==> src/hw/rtl/gbn_pkg.sv <==
package gbn_pkg;

	localparam int unsigned CoordW = 16;
	localparam int unsigned SideW  = 17;
	localparam int unsigned AreaW  = 34;
	localparam int unsigned ThrW   = 9;
	localparam int unsigned SlotW  = 8;

	localparam logic [2:0] RegThreshold = 3'd0;
	localparam logic [2:0] RegKeepLimit = 3'd1;

	typedef struct packed {
		logic [CoordW-1:0] x0;
		logic [CoordW-1:0] y0;
		logic [CoordW-1:0] x1;
		logic [CoordW-1:0] y1;
	} box_t;

	// one classified proposal handed from front to back
	typedef struct packed {
		logic clear;
		logic cand;
		box_t box;
	} job_t;

	typedef enum logic [2:0] {
		ST_IDLE,
		ST_AREA,
		ST_READ,
		ST_CMP,
		ST_DONE
	} bk_state_t;

	// side length: far - near + 16, clamped at zero
	function automatic logic [SideW-1:0] side_len(input logic [CoordW-1:0] lo,
		input logic [CoordW-1:0] hi);
		logic [SideW:0] d;
		begin
			d = {2'b00, hi} + (SideW+1)'(16) - {2'b00, lo};
			side_len = d[SideW] ? '0 : d[SideW-1:0];
		end
	endfunction

endpackage

==> src/hw/rtl/gbn_front.sv <==
module gbn_front (
	input  logic                       clk,
	input  logic                       arst_n,
	input  logic                       start,
	input  logic                       first_of_set,
	input  logic [15:0]                left_edge,
	input  logic [15:0]                top_edge,
	input  logic [15:0]                right_edge,
	input  logic [15:0]                bottom_edge,
	input  logic signed [15:0]         score,
	output logic                       full,
	output logic                       job_valid,
	output gbn_pkg::job_t              job,
	input  logic                       job_pop
);

	// two-entry queue of classified beats
	gbn_pkg::job_t q_q [2];
	logic [1:0]    cnt_q;
	logic          rd_q, wr_q;
	logic          take;
	gbn_pkg::job_t in_job;

	// classify: candidate only for positive score
	always_comb begin
		in_job.clear = first_of_set;
		in_job.cand  = (score > 16'sd0);
		in_job.box   = '{left_edge, top_edge, right_edge, bottom_edge};
	end

	assign take      = start && !full;
	assign full      = cnt_q[1];
	assign job_valid = (cnt_q != 2'd0);
	assign job       = q_q[rd_q];

	always_ff @(posedge clk) begin
		if (take) begin
			q_q[wr_q] <= in_job;
		end
	end

	always_ff @(posedge clk or negedge arst_n) begin
		if (!arst_n) begin
			cnt_q <= '0;
			rd_q  <= 1'b0;
			wr_q  <= 1'b0;
		end else begin
			if (take) wr_q <= ~wr_q;
			if (job_pop) rd_q <= ~rd_q;
			cnt_q <= cnt_q + {1'b0, take} - {1'b0, job_pop};
		end
	end

	ap_no_overrun: assert property (@(posedge clk) disable iff (!arst_n) !(take && full))
		else $error("queue overrun");
	ap_no_underrun: assert property (@(posedge clk) disable iff (!arst_n)
		!(job_pop && !job_valid))
		else $error("queue underrun");
	ap_cnt_range: assert property (@(posedge clk) disable iff (!arst_n) cnt_q != 2'd3)
		else $error("queue count out of range");

endmodule

==> config.mk <==
export PLATFORM = sky130hd
export DESIGN_NAME = gbn_front
export DESIGN_NICKNAME = d
export VERILOG_FILES = /design/src/hw/rtl/gbn_pkg.sv /design/src/hw/rtl/gbn_front.sv
export SDC_FILE = /design/constraint.sdc
export NUM_CORES = 1
export LEC_CHECK = 0
export ABC_AREA = 1
export BUFFER_PORTS_ARGS = -buffer_cell sky130_fd_sc_hd__buf_2
export CAP_MARGIN = 15
export CORE_ASPECT_RATIO = 1.5
export CORE_MARGIN = 2
export CORE_UTILIZATION = 54
export DETAILED_ROUTE_END_ITERATION = 10
export PLACE_DENSITY = 0.83
export SYNTH_ARGS = -nofsm -noshare
export SYNTH_HDL_FRONTEND = slang
export SYNTH_SLANG_ARGS = --single-unit
==> constraint.sdc <==
create_clock -name clk -period 7.4 [get_ports clk]
set_input_delay 1.48 -clock clk [delete_from_list [all_inputs] [get_ports clk]]
set_output_delay 1.48 -clock clk [all_outputs]
set_load 0.01 [all_outputs]
==> key figures, run 1 <==
Setup path
  – R2r setup slk: 5.01 ns
  – CP required: 5.92 ns
  – Reg-to-reg critical path endpoint: q_q[0][17]$_DFFE_PP_
  – Worst R2R Start: cnt_q[1]$_DFF_PN0_
  – CP endpoint: job[2]
  – CP startpoint kind: flop
  – CP Max Fanout: 67
  – Crit path from: rd_q$_DFFE_PN0P_
  – Reg2reg path depth: 4
  – Arrival @ worst endpoint: 2.11 ns
  – Worst setup EP type: output port
  – Setup Crit Path Kind: flop to output port

Die
  – Die Ht: 123 um
  – Io pins: 153
  – Initial core utilization: 55.4%
  – Die area: 0.0103 sq mm
  – Site row count: 43
  – Chip width: 83.6 um
  – Core ar.: 0.00925 sq mm

Global routing
  – First-pass GRT wire length: 13200 um
  – Initial antenna violation count: 3
  – Largest net degree at the start of global routing: 68
  – Vias in the first global route: 2697
  – Total gr overflow: 0
  – GR Util All Layers: 17.8%

Cells and area
  – Final nets: 492
  – Ratio of cells with drive above 1 in the final layout: 61.1%
  – Fin cells: 533
  – Area growth from synthesis to layout: 31.0%
  – Final core utilization: 72.6%

Synth
  – Ys async rst share: 2.94%
  – Sequential share of the synthesized area: 79.2%
  – Post-synthesis cell area: 0.00513 sq mm
  – Synth area leader: edfxtp_1
  – Most common cell in the netlist: edfxtp_1
  – Post-synthesis simple-gate area fraction: 1.59%
  – Synth cell count leaders: edfxtp_1, mux2_2, mux2_4
  – Adder-Cell Fraction of Synth Area: 0.244%
  – Top post-synthesis cells by area: edfxtp_1, mux2_4, mux2_2, dfrtp_1, nor2_1
  – Cell count after synthesis: 240
  – Synth Area in XOR/XNOR: 0.512%
  – Ys Warns: 0
  – Top cell type's share of synthesized area: 77.3%
  – Largest family of logic cells by synthesized area: multiplexers
  – Compound-Gate Fraction of Synth Area: 0.342%
  – Mapped Nets: 326
  – Yosys reg bits: 136
  – Avg Inst Size Synth: 21.4 sq um
  – Ys flop type: edfxtp_1
  – Mux contribution to synthesized area: 16.7%
  – Post-synth EDFFs: 132
  – Synth cell types: 18

STA
  – Setup TNS: 0 ns
  – Fin crit share: 48.5%
  – Period minus WS final: 3.59 ns
  – Slew Viols, Final: 0
  – F_max: 279 MHz
  – Max_slew headroom: 31.9%
  – Worst Tran Pin Value: 1.02 ns
  – Final setup fails: 0
  – RSZ-0062 raised after global routing: false
  – Final Hold Fails: 0
  – Clock skew: 0.00625 ns

Clock tree
  – Worst-path clk slew: 0.05 ns
  – Total CTS buffers: 17
  – Clk sinks: 136
  – CTS max path bufs: 2
  – CTS tree: yes
  – Clk_lat worst skew: 0.40 ns
  – # Post-CTS Setup Buffers: 0
  – Htree depth: 4
  – # resized after CTS: 0
  – Hold buffer count at cts: 0
  – Root Driver: clkbuf_16

Placed design
  – Cells after DPL: 499
  – GPL Wtd Cong: 0.725
  – Port Buf Inserts: 152
  – Post-DP HPWL: 5910 um

Routing
  – Initial drt markers: 126
  – Drt drc: 0
  – 1st-pass router iterations: 4
  – Number of nets still failing antenna checks after routing: 0
  – Total Routed Length: 9050 um
  – Avg WL per Cell: 17.0 um
  – Vias per cell: 5.06
  – Vias: 2695

Power
  – P_leak: 2.68 nW
  – Power per cell area: 412 mW/mm^2
  – Peak VDD IR: 0.582 mV

Min path
  – Hold WC Path Type: flop to flop

Flow run
  – Maxcap violations: 0

Status
  – Run status: finished, final reports clean
-- kinds of logic after synthesis --
family | Yosys count
flip-flops | 136
multiplexers | 66
AND/OR/NAND/NOR | 20
buffers and inverters | 11
AO/OA/AOI/OAI | 3
XOR/XNOR | 3
adder cells (fa/ha/maj) | 1
-- state kept, by name, indices dropped and copies added, names as in the netlist --
name   cells
wr_q       1
q_q      132
cnt_q      2
rd_q       1
-- worst max-delay path, stage by stage, from the launching register on --
cell and delay (ns):
dfrtp_4 1.07, mux2_2 0.42, buf_2 0.14
-- power breakdown --
group	switching, mW	internal, mW	total (mW)	leakage, nW
Sequential	0.120	1.03	1.15	1.27
Clock	0.292	0.678	0.970	0.339
Combinational	0.296	0.350	0.646	1.07
Total	0.708	2.06	2.77	2.68
-- cell type report --
class / count / area [sq um]
Antenna cell: 2 / 5.00
Clock buffer: 22 / 494
Clock inverter: 10 / 213
Fill cell: 589 / 2530
Inverter: 4 / 15.0
Multi-Input combinational cell: 93 / 1010
Sequential cell: 136 / 4070
Tap cell: 112 / 140
Timing Repair Buffer: 154 / 776
-- how the worst min path moves through the flow --
stage / cells past startpoint / end / start / slack [ns]
final: 1 / cnt_q[0]$_DFF_PN0_ / cnt_q[0]$_DFF_PN0_ / 0.52
after detailed placement: 1 / cnt_q[0]$_DFF_PN0_ / cnt_q[0]$_DFF_PN0_ / 0.51
after global placement: 1 / cnt_q[0]$_DFF_PN0_ / cnt_q[0]$_DFF_PN0_ / 0.49
after global routing: 1 / cnt_q[0]$_DFF_PN0_ / cnt_q[0]$_DFF_PN0_ / 0.54
after CTS: 1 / cnt_q[0]$_DFF_PN0_ / cnt_q[0]$_DFF_PN0_ / 0.53
after floorplan: 1 / cnt_q[0]$_DFF_PN0_ / cnt_q[0]$_DFF_PN0_ / 0.47
-- cells in the final DEF, fill, tap and decap left out, types with 3 or more instances in the layout --
| cell | instances |
|---|---|
| buf_2 | 152 |
| bufinv_16 | 6 |
| clkbuf_16 | 17 |
| clkbuf_8 | 5 |
| dfrtp_1 | 3 |
| edfxtp_1 | 132 |
| inv_1 | 4 |
| mux2_2 | 36 |
| mux2_4 | 30 |
| nand2_1 | 7 |
| nor2_1 | 9 |
-- metrics by stage --
| stage | power, mW | hold WS [ns] | area [sq um] | worst slack, ns |
|---|---|---|---|---|
| after detailed placement | 1.82 | 0.508 | 6010 | 3.93 |
| after global routing | 2.89 | 0.539 | 6720 | 3.68 |
| after global placement | 1.80 | 0.492 | 6010 | 4.00 |
| after floorplan | 1.59 | 0.470 | 5130 | 2.55 |
| final | 2.77 | 0.516 | 6720 | 3.81 |
| after CTS | 2.80 | 0.527 | 6710 | 3.78 |
-- layer usage --
layer,track usage (%),vias to the layer above,share of wire (%)
met4,9.17,4,1.7
met5,0,-,0.27
met3,7.54,17,6.7
li1,-,1267,-
met2,31.4,106,56
met1,17.9,1301,35
(Power assumes the default switching activity.)
==> run 2, diff against run 1 <==
--- a/config.mk
+++ b/config.mk
@@ -10,9 +10,9 @@
 export CAP_MARGIN = 15
 export CORE_ASPECT_RATIO = 1.5
 export CORE_MARGIN = 2
-export CORE_UTILIZATION = 54
+export CORE_UTILIZATION = 51
 export DETAILED_ROUTE_END_ITERATION = 10
-export PLACE_DENSITY = 0.83
+export PLACE_DENSITY = 0.79
 export SYNTH_ARGS = -nofsm -noshare
 export SYNTH_HDL_FRONTEND = slang
 export SYNTH_SLANG_ARGS = --single-unit
==> constraint.sdc (replaced) <==
create_clock -name clk -period 3.45 [get_ports clk]
set_input_delay 0.69 -clock clk [delete_from_list [all_inputs] [get_ports clk]]
set_output_delay 0.69 -clock clk [all_outputs]
set_load 0.01 [all_outputs]
==> run 2 against run 1 <==
Compared with the run above: the run now ends with design-rule violations left; sequential power is 110% higher; clock power increased by 86%; final cell count is 0.75% higher; die area grew 5.6%; sequential share of layout area grew 0.58 points; critical path type unchanged; critical endpoint is now job[11]; largest power group unchanged.
==> key figures, run 2 (synthesis results as in run 1) <==
Status
  – Run status: finished with violations
  – Failing checks: design-rule violations

Clock tree
  – Worst-path clk slew: 0.05 ns (about the same)
  – Htree depth: 4 (unchanged)
  – Clk_lat worst skew: 0.40 ns (about the same)
  – CTS tree: yes
  – # Post-CTS Setup Buffers: 0 (unchanged)
  – CTS max path bufs: 2 (unchanged)
  – # resized after CTS: 0 (unchanged)
  – Total CTS buffers: 17 (unchanged)
  – Clk sinks: 136 (unchanged)
  – Hold buffer count at cts: 0 (unchanged)
  – Root Driver: clkbuf_16

Routing
  – Vias per cell: 5.09 (+0.73%)
  – 1st-pass router iterations: 10 (+6)
  – Drt drc: 9 (+9)
  – Avg WL per Cell: 17.0 um (+0.23%)
  – Vias: 2735 (+1.5%)
  – Number of nets still failing antenna checks after routing: 0 (unchanged)
  – Total Routed Length: 9140 um (+0.98%)
  – Initial drt markers: 120 (-4.8%)

Global routing
  – GRT met2 Usage: 31.7% (+0.29 points)
  – Total gr overflow: 0 (unchanged)
  – First-pass GRT wire length: 13600 um (+2.9%)
  – Met3 usage: 6.12% (-1.4 points)
  – GR Util All Layers: 17.2% (-0.62 points)
  – Met1 Resource Use GR: 15.8% (-2.1 points)
  – Largest net degree at the start of global routing: 41 (-40%)
  – Initial antenna violation count: 0 (-3)
  – GRT Max-Usage Layer: met2
  – Vias in the first global route: 2907 (+7.8%)

STA
  – Fin crit share: 78.9%
  – Final Hold Fails: 0 (unchanged)
  – F_max: 367 MHz
  – Final worst slack: 0.728 ns (-3.08 ns)
  – RSZ-0062 raised after global routing: false
  – Period minus WS final: 2.72 ns
  – Worst Tran Pin Value: 0.540 ns (-0.481 ns)
  – Clock skew: 0.00946 ns (+0.00321 ns)
  – Max_slew headroom: 64.0% (+32 points)
  – Setup TNS: 0 ns (unchanged)
  – Slew Viols, Final: 0 (unchanged)
  – Final setup fails: 0 (unchanged)

Die
  – Chip width: 85.9 um (+2.8%)
  – Core ar.: 0.00974 sq mm (+5.3%)
  – Die Ht: 127 um (+2.8%)
  – Site row count: 44 (+2.3%)
  – Initial core utilization: 52.6% (-2.8 points)
  – Io pins: 153 (unchanged)
  – Die area: 0.0109 sq mm (+5.6%)

Power
  – Peak VDD IR: 0.531 mV (-8.7%)
  – Power per cell area: 852 mW/mm^2 (+110%)
  – P_leak: 2.66 nW (-0.69%)

Setup path
  – Worst setup EP type: output port
  – R2r setup slk: 1.69 ns (-3.32 ns)
  – Reg2reg path depth: 4 (unchanged)
  – CP startpoint kind: flop
  – CP endpoint: job[11]
  – CP required: 2.76 ns (-3.16 ns)
  – Crit path from: rd_q$_DFFE_PN0P_
  – Reg-to-reg critical path endpoint: q_q[1][29]$_DFFE_PP_
  – CP Max Fanout: 35 (-48%)
  – Worst R2R Start: cnt_q[1]$_DFF_PN0_
  – Setup Crit Path Kind: flop to output port
  – Arrival @ worst endpoint: 2.03 ns (-0.08 ns)

Cells and area
  – N_diodes: 0 (-2)
  – Ratio of cells with drive above 1 in the final layout: 60.7% (-0.43 points)
  – Max reg flops: 132 (unchanged)
  – Most common cell after layout, fill and taps aside: buf_2
  – Area growth from synthesis to layout: 29.8%
  – FF/Latch Area: 0.00407 sq mm (unchanged)
  – Most frequent cells in the layout: buf_2, edfxtp_1, mux2_2, mux2_4, clkbuf_16
  – Top Registers: q_q (132), cnt_q (2)
  – Fill cells: 675 (+15%)
  – Multi-input logic area: 0.00101 sq mm (unchanged)
  – Final nets: 495 (+0.61%)
  – Reg with most FFs: q_q

Placed design
  – Post-DP HPWL: 6290 um (+6.4%)
  – GPL Wtd Cong: 0.761 (+5.0%)
  – Setup WS pre-CTS: 1.14 ns (-2.79 ns)
  – Port Buf Inserts: 152 (unchanged)

Min path
  – Hold WC Path Type: input pin to async pin

Flow run
  – Maxcap violations: 0 (unchanged)
## run 2: cell types whose count changed in the layout (fill, tap and decap cells not counted), moves of 2 or more
cell / previous run / this run
clkbuf_1: 0 / 2
bufinv_16: 6 / 3
clkinv_2: 0 / 4
diode_2: 2 / 0
clkinv_4: 2 / 0
buf_4: 2 / 4
## run 2: worst min path at each step
stage                        from            endpoint  slack, ns  depth (start not counted)
3_5_place_dp   cnt_q[0]$_DFF_PN0_  cnt_q[0]$_DFF_PN0_       0.49                          1
3_3_place_gp   cnt_q[0]$_DFF_PN0_  cnt_q[0]$_DFF_PN0_       0.49                          1
5_1_grt                    arst_n  cnt_q[1]$_DFF_PN0_       0.07                          1
2_1_floorplan              arst_n  cnt_q[0]$_DFF_PN0_       0.39                          0
4_1_cts                    arst_n    rd_q$_DFFE_PN0P_       0.07                          1
6_report                   arst_n    rd_q$_DFFE_PN0P_       0.09                          1
## run 2: where the power goes
part	total, mW	internal (mW)	switching (mW)
logic	1.49	0.766	0.726
registers	2.38	2.21	0.171
clock network	1.80	1.20	0.593
## run 2: critical path: stages, from the launching register on
cell and delay, ns:
dfrtp_4 0.76, buf_12 0.31, mux2_2 0.38, buf_2 0.14
## run 2: stage by stage
step	util, %	hold WS, ns	instance area [sq um]	cells	power (mW)
floorplan	-	0.394	5130	240	3.40
global placement	62.0	0.486	6050	505	3.88
detailed placement	62.0	0.490	6050	505	3.93
CTS	68.3	0.0732	6660	537	5.75
global route	68.3	0.0747	6660	537	5.92
finish	68.3	0.0891	6660	537	5.67
## run 2: per-layer routing
| layer | wire [um] | share of wire (%) |
|---|---|---|
| met1 | 3140 | 34 |
| met5 | 0 | 0 |
| met4 | 170 | 1.9 |
| met3 | 514 | 5.6 |
| met2 | 5310 | 58 |
## run 2: layout make-up
cell class,instances,area share (%)
Sequential cell,136,61.1
Inverter,4,0.226
Tap cell,115,2.16
Clock buffer,23,7.33
Timing Repair Buffer,157,12.2
Clock inverter,9,1.82
Multi-Input combinational cell,93,15.2
